--- config.mk ---
export PLATFORM = sky130hd
export DESIGN_NAME = two_class_priority_fifo_scheduler_core_flat
export DESIGN_NICKNAME = d
export VERILOG_FILES = /design/src/rtl/tpfs_pkg.sv /design/src/rtl/tpfs_req_if.sv /design/src/rtl/tpfs_rsp_if.sv /design/src/rtl/two_class_priority_fifo_scheduler_core.sv /design/src/rtl/tpfs_ram.sv /design/src/rtl/tpfs_cell.sv /design/src/flat_wrapper.sv
export SDC_FILE = /design/constraint.sdc
export NUM_CORES = 1
export LEC_CHECK = 0
export ABC_AREA = 1
export BUFFER_PORTS_ARGS = -buffer_cell sky130_fd_sc_hd__buf_2
export CORE_MARGIN = 3
export CORE_UTILIZATION = 40
export DETAILED_ROUTE_END_ITERATION = 6
export GPL_ROUTABILITY_DRIVEN = 1
export GPL_TIMING_DRIVEN = 0
export SETUP_SLACK_MARGIN = 0.05
export SLEW_MARGIN = 15
export SYNTH_ARGS = -nofsm -noshare
export SYNTH_HDL_FRONTEND = slang
export SYNTH_SLANG_ARGS = --single-unit
--- constraint.sdc ---
create_clock -name clock -period 7.9 [get_ports clock]
set_clock_uncertainty 0.1 [all_clocks]
set_input_delay 2.37 -clock clock [delete_from_list [all_inputs] [get_ports clock]]
set_output_delay 2.37 -clock clock [all_outputs]
set_load 0.03 [all_outputs]
--- src/rtl/tpfs_pkg.sv ---
// ----------------------------------------------------------------------------
// tpfs_pkg
// Shared types and constants for the two-class priority/FIFO scheduler.
// ----------------------------------------------------------------------------
package tpfs_pkg;

   // Field widths of the request and response beats, the costs and the csr index
   localparam int CMD_W   = 2;
   localparam int ID_W    = 16;
   localparam int SEV_W   = 4;
   localparam int STAT_W  = 3;
   localparam int TOTAL_W = 32;
   localparam int COST_W  = 8;
   localparam int CSR_IDX_W = 1;

   // Severity clamp limits and the severity reported for a regular entry
   localparam logic [SEV_W-1:0] SEV_MIN     = 4'd1;
   localparam logic [SEV_W-1:0] SEV_MAX     = 4'd10;
   localparam logic [SEV_W-1:0] SEV_REGULAR = 4'd1;

   // Cost register reset values
   localparam logic [COST_W-1:0] URGENT_COST_RST  = 8'd5;
   localparam logic [COST_W-1:0] REGULAR_COST_RST = 8'd10;

   typedef enum logic [CMD_W-1:0] {
      CMD_ADD_URGENT  = 2'd0,
      CMD_ADD_REGULAR = 2'd1,
      CMD_SERVE       = 2'd2,
      CMD_REPORT      = 2'd3
   } command_type;

   typedef enum logic [STAT_W-1:0] {
      ST_ADDED          = 3'd0,
      ST_SERVED_URGENT  = 3'd1,
      ST_SERVED_REGULAR = 3'd2,
      ST_EMPTY          = 3'd3,
      ST_FULL           = 3'd4,
      ST_REPORT         = 3'd5
   } status_type;

   typedef enum logic [CSR_IDX_W-1:0] {
      CSR_URGENT_COST  = 1'b0,
      CSR_REGULAR_COST = 1'b1
   } csr_index_type;

   // Broadcast control that every cell of the sorted row sees
   typedef struct packed {
      logic             insert;
      logic             pop;
      logic [SEV_W-1:0] sev;
   } cell_ctrl_type;

endpackage

--- src/rtl/tpfs_req_if.sv ---
// ----------------------------------------------------------------------------
// tpfs_req_if
// Request channel: valid/ready handshake with command, id and severity.
// ----------------------------------------------------------------------------
interface tpfs_req_if import tpfs_pkg::*; ();
   logic             valid;
   logic             ready;
   logic [CMD_W-1:0] command;
   logic [ID_W-1:0]  entry_id;
   logic [SEV_W-1:0] severity;

   modport source (output valid, output command, output entry_id, output severity,
                   input ready);
   modport sink   (input valid, input command, input entry_id, input severity,
                   output ready);
endinterface

--- src/rtl/tpfs_rsp_if.sv ---
// ----------------------------------------------------------------------------
// tpfs_rsp_if
// Response channel: valid/ready handshake with status, served entry and total.
// ----------------------------------------------------------------------------
interface tpfs_rsp_if import tpfs_pkg::*; ();
   logic               valid;
   logic               ready;
   logic [STAT_W-1:0]  status;
   logic [ID_W-1:0]    served_id;
   logic [SEV_W-1:0]   served_severity;
   logic [TOTAL_W-1:0] total_time;

   modport source (output valid, output status, output served_id,
                   output served_severity, output total_time, input ready);
   modport sink   (input valid, input status, input served_id,
                   input served_severity, input total_time, output ready);
endinterface

--- src/rtl/two_class_priority_fifo_scheduler_core.sv ---
// ----------------------------------------------------------------------------
// two_class_priority_fifo_scheduler_core
// Strict-priority urgent row with a regular FIFO fallback and a saturating
// service-time total.
// ----------------------------------------------------------------------------
// The block takes one request beat per clock unless responses stall, and
// answers each with exactly one response beat through an output register; a
// new request is taken whenever that register is empty or is being drained in
// the same cycle. Urgent entries sit in a row of URGENT_DEPTH cells kept
// sorted by severity (earlier arrival first among equals): an insert places
// the entry and shifts the less urgent tail right, a serve takes the head and
// shifts the row left. Regular ids live in a RAM of REGULAR_DEPTH words whose
// registered read port supplies the served id in the response cycle. No
// clearing pass is needed after reset. Users must write the cost registers via
// the csr port only while no beat is pending; the block does not enforce it.
// ----------------------------------------------------------------------------
module two_class_priority_fifo_scheduler_core import tpfs_pkg::*; #(
   parameter int URGENT_DEPTH  = 16,
   parameter int REGULAR_DEPTH = 16,
   parameter int ID_BITS       = 16
) (
   input  logic                 clock,
   input  logic                 reset,
   tpfs_req_if.sink             req_bus,
   tpfs_rsp_if.source           rsp_bus,
   input  logic                 csr_we,
   input  logic [CSR_IDX_W-1:0] csr_index,
   input  logic [COST_W-1:0]    csr_wdata
);

   localparam int STORE_ID_W = (ID_BITS < ID_W) ? ID_BITS : ID_W;
   localparam int PTR_W      = $clog2(REGULAR_DEPTH);
   localparam int CNT_W      = $clog2(REGULAR_DEPTH + 1);

   // ------------------------------------------------------------------------
   // Declarations
   // ------------------------------------------------------------------------
   logic                  accept;
   command_type           cmd;
   logic [SEV_W-1:0]      sev_clamped;
   logic [STORE_ID_W-1:0] new_id;

   logic [COST_W-1:0] urgent_cost_ff, regular_cost_ff;

   cell_ctrl_type         cell_ctrl;
   logic                  cell_after [URGENT_DEPTH];
   logic                  cell_valid [URGENT_DEPTH];
   logic [SEV_W-1:0]      cell_sev   [URGENT_DEPTH];
   logic [STORE_ID_W-1:0] cell_id    [URGENT_DEPTH];
   logic                  urg_full, urg_empty;

   logic [PTR_W-1:0] head_ff, head_in, tail_ff, tail_in;
   logic [CNT_W-1:0] count_ff, count_in;
   logic             fifo_full, fifo_empty, fifo_wr, fifo_rd;
   logic [STORE_ID_W-1:0] fifo_rd_data;

   logic [TOTAL_W-1:0] total_ff, total_in;
   logic [TOTAL_W:0]   total_sum;
   logic [COST_W-1:0]  add_cost;
   logic               add_en;

   logic              rsp_valid_ff, rsp_valid_in;
   status_type        status_ff, status_in;
   logic [ID_W-1:0]   sid_ff, sid_in;
   logic [SEV_W-1:0]  ssev_ff, ssev_in;
   logic              from_fifo_ff, from_fifo_in;

   // ------------------------------------------------------------------------
   // Request decode
   // ------------------------------------------------------------------------
   assign req_bus.ready = !rsp_valid_ff || rsp_bus.ready;
   assign accept        = req_bus.valid && req_bus.ready;
   assign cmd           = command_type'(req_bus.command);
   assign new_id        = req_bus.entry_id[STORE_ID_W-1:0];

   // Clamp severity into the legal range
   always_comb begin
      sev_clamped = req_bus.severity;
      if (req_bus.severity < SEV_MIN) begin
         sev_clamped = SEV_MIN;
      end else if (req_bus.severity > SEV_MAX) begin
         sev_clamped = SEV_MAX;
      end
   end

   // ------------------------------------------------------------------------
   // Cost registers
   // ------------------------------------------------------------------------
   always_ff @(posedge clock) begin
      if (reset) begin
         urgent_cost_ff  <= URGENT_COST_RST;
         regular_cost_ff <= REGULAR_COST_RST;
      end else if (csr_we) begin
         unique case (csr_index_type'(csr_index))
            CSR_URGENT_COST:  urgent_cost_ff  <= csr_wdata;
            CSR_REGULAR_COST: regular_cost_ff <= csr_wdata;
            default: ;
         endcase
      end
   end

   // ------------------------------------------------------------------------
   // Command handling
   // ------------------------------------------------------------------------
   assign urg_full   = cell_valid[URGENT_DEPTH-1];
   assign urg_empty  = !cell_valid[0];
   assign fifo_full  = (count_ff == CNT_W'(REGULAR_DEPTH));
   assign fifo_empty = (count_ff == '0);

   always_comb begin
      cell_ctrl.insert = 1'b0;
      cell_ctrl.pop    = 1'b0;
      cell_ctrl.sev    = sev_clamped;
      fifo_wr          = 1'b0;
      fifo_rd          = 1'b0;
      add_en           = 1'b0;
      add_cost         = urgent_cost_ff;
      status_in        = status_ff;
      sid_in           = sid_ff;
      ssev_in          = ssev_ff;
      from_fifo_in     = from_fifo_ff;
      if (accept) begin
         sid_in       = '0;
         ssev_in      = '0;
         from_fifo_in = 1'b0;
         unique case (cmd)
            CMD_ADD_URGENT: begin
               if (urg_full) begin
                  status_in = ST_FULL;
               end else begin
                  cell_ctrl.insert = 1'b1;
                  status_in        = ST_ADDED;
               end
            end
            CMD_ADD_REGULAR: begin
               if (fifo_full) begin
                  status_in = ST_FULL;
               end else begin
                  fifo_wr   = 1'b1;
                  status_in = ST_ADDED;
               end
            end
            CMD_SERVE: begin
               if (!urg_empty) begin
                  cell_ctrl.pop = 1'b1;
                  add_en        = 1'b1;
                  add_cost      = urgent_cost_ff;
                  sid_in        = ID_W'(cell_id[0]);
                  ssev_in       = cell_sev[0];
                  status_in     = ST_SERVED_URGENT;
               end else if (!fifo_empty) begin
                  fifo_rd      = 1'b1;
                  add_en       = 1'b1;
                  add_cost     = regular_cost_ff;
                  ssev_in      = SEV_REGULAR;
                  from_fifo_in = 1'b1;
                  status_in    = ST_SERVED_REGULAR;
               end else begin
                  status_in = ST_EMPTY;
               end
            end
            CMD_REPORT: begin
               status_in = ST_REPORT;
            end
            default: ;
         endcase
      end
   end

   // ------------------------------------------------------------------------
   // Sorted urgent row
   // ------------------------------------------------------------------------
   for (genvar gi = 0; gi < URGENT_DEPTH; gi++) begin : g_cell
      logic                  l_after, l_valid, r_valid;
      logic [SEV_W-1:0]      l_sev, r_sev;
      logic [STORE_ID_W-1:0] l_id, r_id;

      if (gi == 0) begin : g_head
         assign l_after = 1'b0;
         assign l_valid = 1'b0;
         assign l_sev   = '0;
         assign l_id    = '0;
      end else begin : g_body
         assign l_after = cell_after[gi-1];
         assign l_valid = cell_valid[gi-1];
         assign l_sev   = cell_sev[gi-1];
         assign l_id    = cell_id[gi-1];
      end

      if (gi == URGENT_DEPTH - 1) begin : g_tail
         assign r_valid = 1'b0;
         assign r_sev   = '0;
         assign r_id    = '0;
      end else begin : g_inner
         assign r_valid = cell_valid[gi+1];
         assign r_sev   = cell_sev[gi+1];
         assign r_id    = cell_id[gi+1];
      end

      tpfs_cell #(
         .STORE_ID_W (STORE_ID_W)
      ) u_cell (
         .clock       (clock),
         .reset       (reset),
         .ctrl        (cell_ctrl),
         .new_id      (new_id),
         .left_after  (l_after),
         .left_valid  (l_valid),
         .left_sev    (l_sev),
         .left_id     (l_id),
         .right_valid (r_valid),
         .right_sev   (r_sev),
         .right_id    (r_id),
         .after       (cell_after[gi]),
         .valid       (cell_valid[gi]),
         .sev         (cell_sev[gi]),
         .id          (cell_id[gi])
      );
   end

   // ------------------------------------------------------------------------
   // Regular FIFO pointers and storage
   // ------------------------------------------------------------------------
   always_comb begin
      head_in  = head_ff;
      tail_in  = tail_ff;
      count_in = count_ff;
      if (fifo_wr) begin
         tail_in  = (tail_ff == PTR_W'(REGULAR_DEPTH - 1)) ? '0 : tail_ff + 1'b1;
         count_in = count_ff + 1'b1;
      end
      if (fifo_rd) begin
         head_in  = (head_ff == PTR_W'(REGULAR_DEPTH - 1)) ? '0 : head_ff + 1'b1;
         count_in = count_ff - 1'b1;
      end
   end

   always_ff @(posedge clock) begin
      if (reset) begin
         head_ff  <= '0;
         tail_ff  <= '0;
         count_ff <= '0;
      end else begin
         head_ff  <= head_in;
         tail_ff  <= tail_in;
         count_ff <= count_in;
      end
   end

   tpfs_ram #(
      .WIDTH (STORE_ID_W),
      .DEPTH (REGULAR_DEPTH)
   ) u_fifo_ram (
      .clock   (clock),
      .wr_en   (fifo_wr),
      .wr_addr (tail_ff),
      .wr_data (new_id),
      .rd_en   (fifo_rd),
      .rd_addr (head_ff),
      .rd_data (fifo_rd_data)
   );

   // ------------------------------------------------------------------------
   // Saturating service total
   // ------------------------------------------------------------------------
   assign total_sum = {1'b0, total_ff} + (TOTAL_W + 1)'(add_cost);

   always_comb begin
      total_in = total_ff;
      if (add_en) begin
         total_in = total_sum[TOTAL_W] ? '1 : total_sum[TOTAL_W-1:0];
      end
   end

   always_ff @(posedge clock) begin
      if (reset) begin
         total_ff <= '0;
      end else begin
         total_ff <= total_in;
      end
   end

   // ------------------------------------------------------------------------
   // Response register
   // ------------------------------------------------------------------------
   always_comb begin
      rsp_valid_in = rsp_valid_ff;
      if (accept) begin
         rsp_valid_in = 1'b1;
      end else if (rsp_bus.ready) begin
         rsp_valid_in = 1'b0;
      end
   end

   always_ff @(posedge clock) begin
      if (reset) begin
         rsp_valid_ff <= 1'b0;
      end else begin
         rsp_valid_ff <= rsp_valid_in;
      end
   end

   always_ff @(posedge clock) begin
      status_ff    <= status_in;
      sid_ff       <= sid_in;
      ssev_ff      <= ssev_in;
      from_fifo_ff <= from_fifo_in;
   end

   // Total is only updated on an accepted beat, so it matches the pending beat
   assign rsp_bus.valid           = rsp_valid_ff;
   assign rsp_bus.status          = status_ff;
   assign rsp_bus.served_id       = from_fifo_ff ? ID_W'(fifo_rd_data) : sid_ff;
   assign rsp_bus.served_severity = ssev_ff;
   assign rsp_bus.total_time      = total_ff;

   // ------------------------------------------------------------------------
   // Assertions
   // ------------------------------------------------------------------------
   a_row_packed: assert property (@(posedge clock) disable iff (reset)
      cell_valid[URGENT_DEPTH-1] |-> cell_valid[0])
      else $error("urgent row has a hole at its head");

   a_fifo_ptrs: assert property (@(posedge clock) disable iff (reset)
      (count_ff == '0) |-> (head_ff == tail_ff))
      else $error("empty FIFO with mismatched pointers");

   a_urgent_sev: assert property (@(posedge clock) disable iff (reset)
      (rsp_bus.valid && rsp_bus.status == ST_SERVED_URGENT) |->
      (rsp_bus.served_severity >= SEV_MIN && rsp_bus.served_severity <= SEV_MAX))
      else $error("served urgent entry with illegal severity");

   a_total_mono: assert property (@(posedge clock) disable iff (reset)
      !$past(reset) |-> (total_ff >= $past(total_ff)))
      else $error("service total decreased");

endmodule

--- src/rtl/tpfs_ram.sv ---
// ----------------------------------------------------------------------------
// tpfs_ram
// Generic single-write, single-read RAM with registered read data.
// ----------------------------------------------------------------------------
module tpfs_ram #(
   parameter int WIDTH = 16,
   parameter int DEPTH = 16
) (
   input  logic                     clock,
   input  logic                     wr_en,
   input  logic [$clog2(DEPTH)-1:0] wr_addr,
   input  logic [WIDTH-1:0]         wr_data,
   input  logic                     rd_en,
   input  logic [$clog2(DEPTH)-1:0] rd_addr,
   output logic [WIDTH-1:0]         rd_data
);

   logic [WIDTH-1:0] mem_ff [DEPTH];
   logic [WIDTH-1:0] rd_data_ff;

   // Write port
   always_ff @(posedge clock) begin
      if (wr_en) begin
         mem_ff[wr_addr] <= wr_data;
      end
   end

   // Registered read port, holds between reads
   always_ff @(posedge clock) begin
      if (rd_en) begin
         rd_data_ff <= mem_ff[rd_addr];
      end
   end

   assign rd_data = rd_data_ff;

endmodule

--- src/rtl/tpfs_cell.sv ---
// ----------------------------------------------------------------------------
// tpfs_cell
// One slot of the sorted urgent row: holds an entry, shifts right when a more
// urgent entry is inserted ahead of it, shifts left on pop.
// ----------------------------------------------------------------------------
module tpfs_cell import tpfs_pkg::*; #(
   parameter int STORE_ID_W = 16
) (
   input  logic                  clock,
   input  logic                  reset,
   input  cell_ctrl_type         ctrl,
   input  logic [STORE_ID_W-1:0] new_id,
   input  logic                  left_after,
   input  logic                  left_valid,
   input  logic [SEV_W-1:0]      left_sev,
   input  logic [STORE_ID_W-1:0] left_id,
   input  logic                  right_valid,
   input  logic [SEV_W-1:0]      right_sev,
   input  logic [STORE_ID_W-1:0] right_id,
   output logic                  after,
   output logic                  valid,
   output logic [SEV_W-1:0]      sev,
   output logic [STORE_ID_W-1:0] id
);

   logic                  valid_ff, valid_in;
   logic [SEV_W-1:0]      sev_ff, sev_in;
   logic [STORE_ID_W-1:0] id_ff, id_in;

   // This slot belongs behind the new entry: empty, or strictly less urgent.
   // Equal severity stays ahead, so earlier arrivals keep their place.
   assign after = !valid_ff || (sev_ff < ctrl.sev);

   // Pick the next content of the slot
   always_comb begin
      valid_in = valid_ff;
      sev_in   = sev_ff;
      id_in    = id_ff;
      if (ctrl.pop) begin
         valid_in = right_valid;
         sev_in   = right_sev;
         id_in    = right_id;
      end else if (ctrl.insert && after) begin
         if (left_after) begin
            valid_in = left_valid;
            sev_in   = left_sev;
            id_in    = left_id;
         end else begin
            valid_in = 1'b1;
            sev_in   = ctrl.sev;
            id_in    = new_id;
         end
      end
   end

   always_ff @(posedge clock) begin
      if (reset) begin
         valid_ff <= 1'b0;
      end else begin
         valid_ff <= valid_in;
      end
   end

   always_ff @(posedge clock) begin
      sev_ff <= sev_in;
      id_ff  <= id_in;
   end

   assign valid = valid_ff;
   assign sev   = sev_ff;
   assign id    = id_ff;

endmodule

--- src/flat_wrapper.sv ---
// flat-port wrapper written by rule: the top's interface ports become plain ports
module two_class_priority_fifo_scheduler_core_flat import tpfs_pkg::*;
#(
   parameter int URGENT_DEPTH  = 16,
   parameter int REGULAR_DEPTH = 16,
   parameter int ID_BITS       = 16
)
  (clock, reset, csr_we, csr_index, csr_wdata, req_bus_valid, req_bus_command, req_bus_entry_id, req_bus_severity, req_bus_ready, rsp_bus_valid, rsp_bus_status, rsp_bus_served_id, rsp_bus_served_severity, rsp_bus_total_time, rsp_bus_ready);
  tpfs_req_if req_bus_i ();
  tpfs_rsp_if rsp_bus_i ();
  input  logic clock;
  input  logic reset;
  input  logic csr_we;
  input  logic [CSR_IDX_W-1:0] csr_index;
  input  logic [COST_W-1:0] csr_wdata;
  input wire logic [$bits(req_bus_i.valid)-1:0] req_bus_valid;
  input wire logic [$bits(req_bus_i.command)-1:0] req_bus_command;
  input wire logic [$bits(req_bus_i.entry_id)-1:0] req_bus_entry_id;
  input wire logic [$bits(req_bus_i.severity)-1:0] req_bus_severity;
  output wire logic [$bits(req_bus_i.ready)-1:0] req_bus_ready;
  output wire logic [$bits(rsp_bus_i.valid)-1:0] rsp_bus_valid;
  output wire logic [$bits(rsp_bus_i.status)-1:0] rsp_bus_status;
  output wire logic [$bits(rsp_bus_i.served_id)-1:0] rsp_bus_served_id;
  output wire logic [$bits(rsp_bus_i.served_severity)-1:0] rsp_bus_served_severity;
  output wire logic [$bits(rsp_bus_i.total_time)-1:0] rsp_bus_total_time;
  input wire logic [$bits(rsp_bus_i.ready)-1:0] rsp_bus_ready;
  assign req_bus_i.valid = req_bus_valid;
  assign req_bus_i.command = req_bus_command;
  assign req_bus_i.entry_id = req_bus_entry_id;
  assign req_bus_i.severity = req_bus_severity;
  assign req_bus_ready = req_bus_i.ready;
  assign rsp_bus_valid = rsp_bus_i.valid;
  assign rsp_bus_status = rsp_bus_i.status;
  assign rsp_bus_served_id = rsp_bus_i.served_id;
  assign rsp_bus_served_severity = rsp_bus_i.served_severity;
  assign rsp_bus_total_time = rsp_bus_i.total_time;
  assign rsp_bus_i.ready = rsp_bus_ready;
  two_class_priority_fifo_scheduler_core #(.URGENT_DEPTH(URGENT_DEPTH), .REGULAR_DEPTH(REGULAR_DEPTH), .ID_BITS(ID_BITS)) u_core (.clock(clock), .reset(reset), .req_bus(req_bus_i), .rsp_bus(rsp_bus_i), .csr_we(csr_we), .csr_index(csr_index), .csr_wdata(csr_wdata));
endmodule
==> metrics.txt <==
status completed; buffer and inverter count on the worst path 4; num rows roughly 110; Clk Latency, worst-skew pair between 0.6 and 0.7 ns; CP max stage delay 0.66 ns; Overall Global Routing Usage 24.6%; Max clock buf depth 3; Final setup viols 0; Num CTS Buffers 77; ANT nets after route 0; crit-path cells buf_2 -> inv_2 -> nand2_1 -> nor2_1 -> nand2_1 -> nor2_2 -> buf_2 -> nand2_1 -> nand2_1 -> ha_1 -> inv_1 -> fa_1 -> o21ai_2 -> nand3_1 -> nand2_1 -> nand2_1 -> nor2_1 -> nand2_1 -> o21ai_0 -> nor2_1 -> nor2_1; largest area contributor in the netlist edfxtp_1; register area share after synthesis between 50% and 60%; WHS Endpoint u_core.g_cell[15].u_cell.id[6]; CTS sink cnt about 690; port buffer count between 90 and 100; Post-CTS Setup Inserts 0; fin. max-slew vios 0; number of I/O pins 93; worst r2r dst u_core.rsp_bus.total_time[22]; Tmin final a little under 6 ns; Residual DRC 0; DP HPWL approximately 80000 um; CP endpoint kind register; storage element area ~20000 sq um; final worst path period share around 76%; reg-to-reg slack, setup ~3.4 ns; routability cong. ~0.92; pin count of the biggest net entering global routing 29; total grt overflow 0; number of vias per cell approximately 5.4; DR vias between 20000 and 30000; slowest cell on the critical path buf_2; Power Density roughly 220 nW/um^2; Clock Root Buffer clkbuf_16; Die ar. 89200 sq um; Worst Path Arrival about 6.4 ns; Antenna diodes 0; Fmax around 170 MHz; Tightest Pin Transition 1.38 ns; fill count 8143; min-delay worst type reg2reg; die width roughly 300 um; #FFs+latches synth a little under 700; Synth area leaders edfxtp_1 (52%), nand2_1 (11%), nand3_1 (6.4%), dfxtp_1 (5.7%), inv_1 (4.6%); CP delay by family, top simple AND/OR/NAND/NOR gates; WS Path Type in2reg; Cells on Worst Hold Path 2; Slew Limit Headroom ~7.7%; area delta synth->final 13.5%; Post-CTS Resized 0; Min Hold Slack roughly 0.36 ns; Hold Path Origin u_core.g_cell[15].u_cell.id[6]; H-tree Lvls 3; Die Y about 300 um; setup tns final 0 ns; Synthesized Nets 3901; WL/cell 21.4 um; CORE AREA about 84000 sq um; hold buffer count at cts 0; area of the multi-input gates ~12000 sq um; vias in the first global route about 26000; crit-path most repeated cell nand2_1; crit path launch type input port; maxcap violations 0; Leakage Power ~16 nW; first-pass GRT wire length about 170000 um; Critical Path RT roughly 8.3 ns; Post-Layout Inst Area slightly below 40000 sq um; final hold viol count 0; share of the synthesized area in the top cell type between 50% and 60%; Total Wirelength around 110000 um; final net count about 4100; number of DRC markers in iteration 0 a little under 3000; Worst Reg-to-Reg Cells 19; Yosys warnings 0; Pre-antenna DRT Iters 5; unrepaired setup endpoints after global routing no; syn_area_per_cell around 9.0 sq um; clock slew seen by the registers of the worst setup and hold paths about 0.06 ns; Yosys cell types 40; initial antenna violation count 0; fraction of layout cells with a size suffix above 1 9.03%; r2r startpoint u_core.count_ff[0]; Cells after Synth approximately 3800; Mapped Area 34300 sq um; maximum VDD drop between 0.0001 and 0.00015 V; Post-Place Cell Area between 30000 and 40000 sq um; CTS tree yes; Starting Density 40.7%; CP Max Fanout 28
==> synth_stat cells, drive strengths merged <==
cell and count:
or2 1, nand4 9, fa 2, a21oi 117, o32ai 40, nor3 11, edfxtp 596, inv 439
nand2 977, buf 99, xor2 8, mux2 16, and2 1, o31ai 1, xnor2 5, mux2i 24
ha 61, a211oi 2, dfxtp 98, o221ai 24, o22ai 2, o21ai 383, nand3b 3, a31oi 2
nand3 437, nor2 292, o211ai 14, clkinv 4, a21boi 1, clkbuf 133
==> metal layers <==
| layer | GRT usage (%) | up-vias | wire (um) |
|---|---|---|---|
| met5 | 0 | - | 0 |
| met4 | 11.4 | 0 | 5220 |
| met3 | 3.39 | 232 | 8980 |
| met2 | 39.0 | 1269 | 50100 |
| met1 | 33.4 | 13200 | 46600 |
| li1 | - | 13200 | - |
==> cell usage in the layout (no fill, tap or decap), types with 3 or more instances in the layout <==
cell type | netlist | routed
clkbuf_2 | 0 | 8
nand3b_1 | 3 | 3
dfxtp_1 | 98 | 98
o211ai_1 | 14 | 14
nand2_1 | 972 | 972
buf_1 | 13 | 13
nor3_1 | 11 | 11
nand2_2 | 4 | 4
inv_2 | 15 | 15
buf_2 | 67 | 159
clkbuf_16 | 0 | 80
buf_8 | 0 | 9
mux2i_1 | 24 | 24
inv_1 | 424 | 424
xor2_1 | 8 | 8
o221ai_1 | 24 | 24
inv_4 | 0 | 3
ha_1 | 61 | 61
nand3_1 | 437 | 437
xnor2_1 | 5 | 5
o21ai_0 | 314 | 314
clkinv_2 | 0 | 13
buf_4 | 14 | 14
edfxtp_1 | 596 | 596
bufinv_16 | 0 | 7
clkbuf_8 | 0 | 3
clkbuf_1 | 133 | 147
clkinv_1 | 4 | 15
mux2_2 | 16 | 16
o32ai_1 | 40 | 40
nand4_1 | 9 | 9
a21oi_1 | 117 | 117
nor2_2 | 1 | 17
buf_6 | 5 | 10
o21ai_1 | 68 | 68
nor2_1 | 290 | 274
==> report_power, final <==
part | switching (mW) | internal [mW] | leakage, nW
Combinational | 0.553 | 0.210 | 8.61
Clock | 1.51 | 2.12 | 1.24
Sequential | 0.0476 | 4.11 | 6.24
Total | 2.11 | 6.44 | 16.1
==> cell families after synthesis <==
group                    Yosys count  synth area share (%)
AO/OA/AOI/OAI                    586                  9.42
adder cells (fa/ha/maj)           63                  2.34
XOR/XNOR                          13                 0.332
flip-flops                       694                  58.0
buffers and inverters            675                  7.90
multiplexers                      40                  1.23
AND/OR/NAND/NOR                 1731                  20.8
==> final cells by class <==
cell class                 instances  area share [%]
timing repair buffer             106            1.68
clock inverter                    38           0.997
buffer                           232            2.71
inverter                         443            4.28
clock buffer                     105            5.47
tap                             1134            3.65
sequential                       694            51.1
multi-input combinational       2433            30.2
==> tightest hold or removal path: cells and delay by family (launching register included) <==
family / cells / cell delay (ns)
and+or+nand+nor: 1 / 0.06
AOI/OAI and AO/OA: 1 / 0.05
DFF: 1 / 0.31
==> registers in the layout, indices dropped and copies added, names as in the netlist, 16 cells and up <==
signal,count
u_core.g_cell.u_cell.valid,16
u_core.g_cell.u_cell.sev,64
u_core.u_fifo_ram.rd_data,16
u_core.sid_ff,16
u_core.rsp_bus.total_time,32
u_core.g_cell.u_cell.id,256
u_core.u_fifo_ram.mem_ff,256
==> worst max-delay path by stage <==
stage                                    from                             end  slack [ns]  cells past startpoint
after floorplan                 rsp_bus_ready   u_core.rsp_bus.total_time[22]        2.46                     19
after global placement    req_bus_severity[3]  u_core.g_cell[1].u_cell.id[12]        0.96                     12
after detailed placement   req_bus_command[0]   u_core.rsp_bus.total_time[22]        1.29                     21
after CTS                  req_bus_command[0]   u_core.rsp_bus.total_time[22]        1.96                     21
after global routing       req_bus_command[0]   u_core.rsp_bus.total_time[22]        1.60                     21
final                      req_bus_command[0]   u_core.rsp_bus.total_time[22]        1.93                     21
==> per-stage QoR <==
step | util, % | total power, mW | cells | setup slack (ns)
final | 46.2 | 8.55 | 5185 | 1.93
after global routing | 46.2 | 8.83 | 5185 | 1.60
after CTS | 46.2 | 8.60 | 5185 | 1.96
after detailed placement | 43.2 | 4.98 | 5042 | 1.29
after global placement | 42.9 | 4.97 | 5028 | 0.964
after floorplan | - | 4.68 | 3802 | 2.46
(Power assumes the default switching activity.)
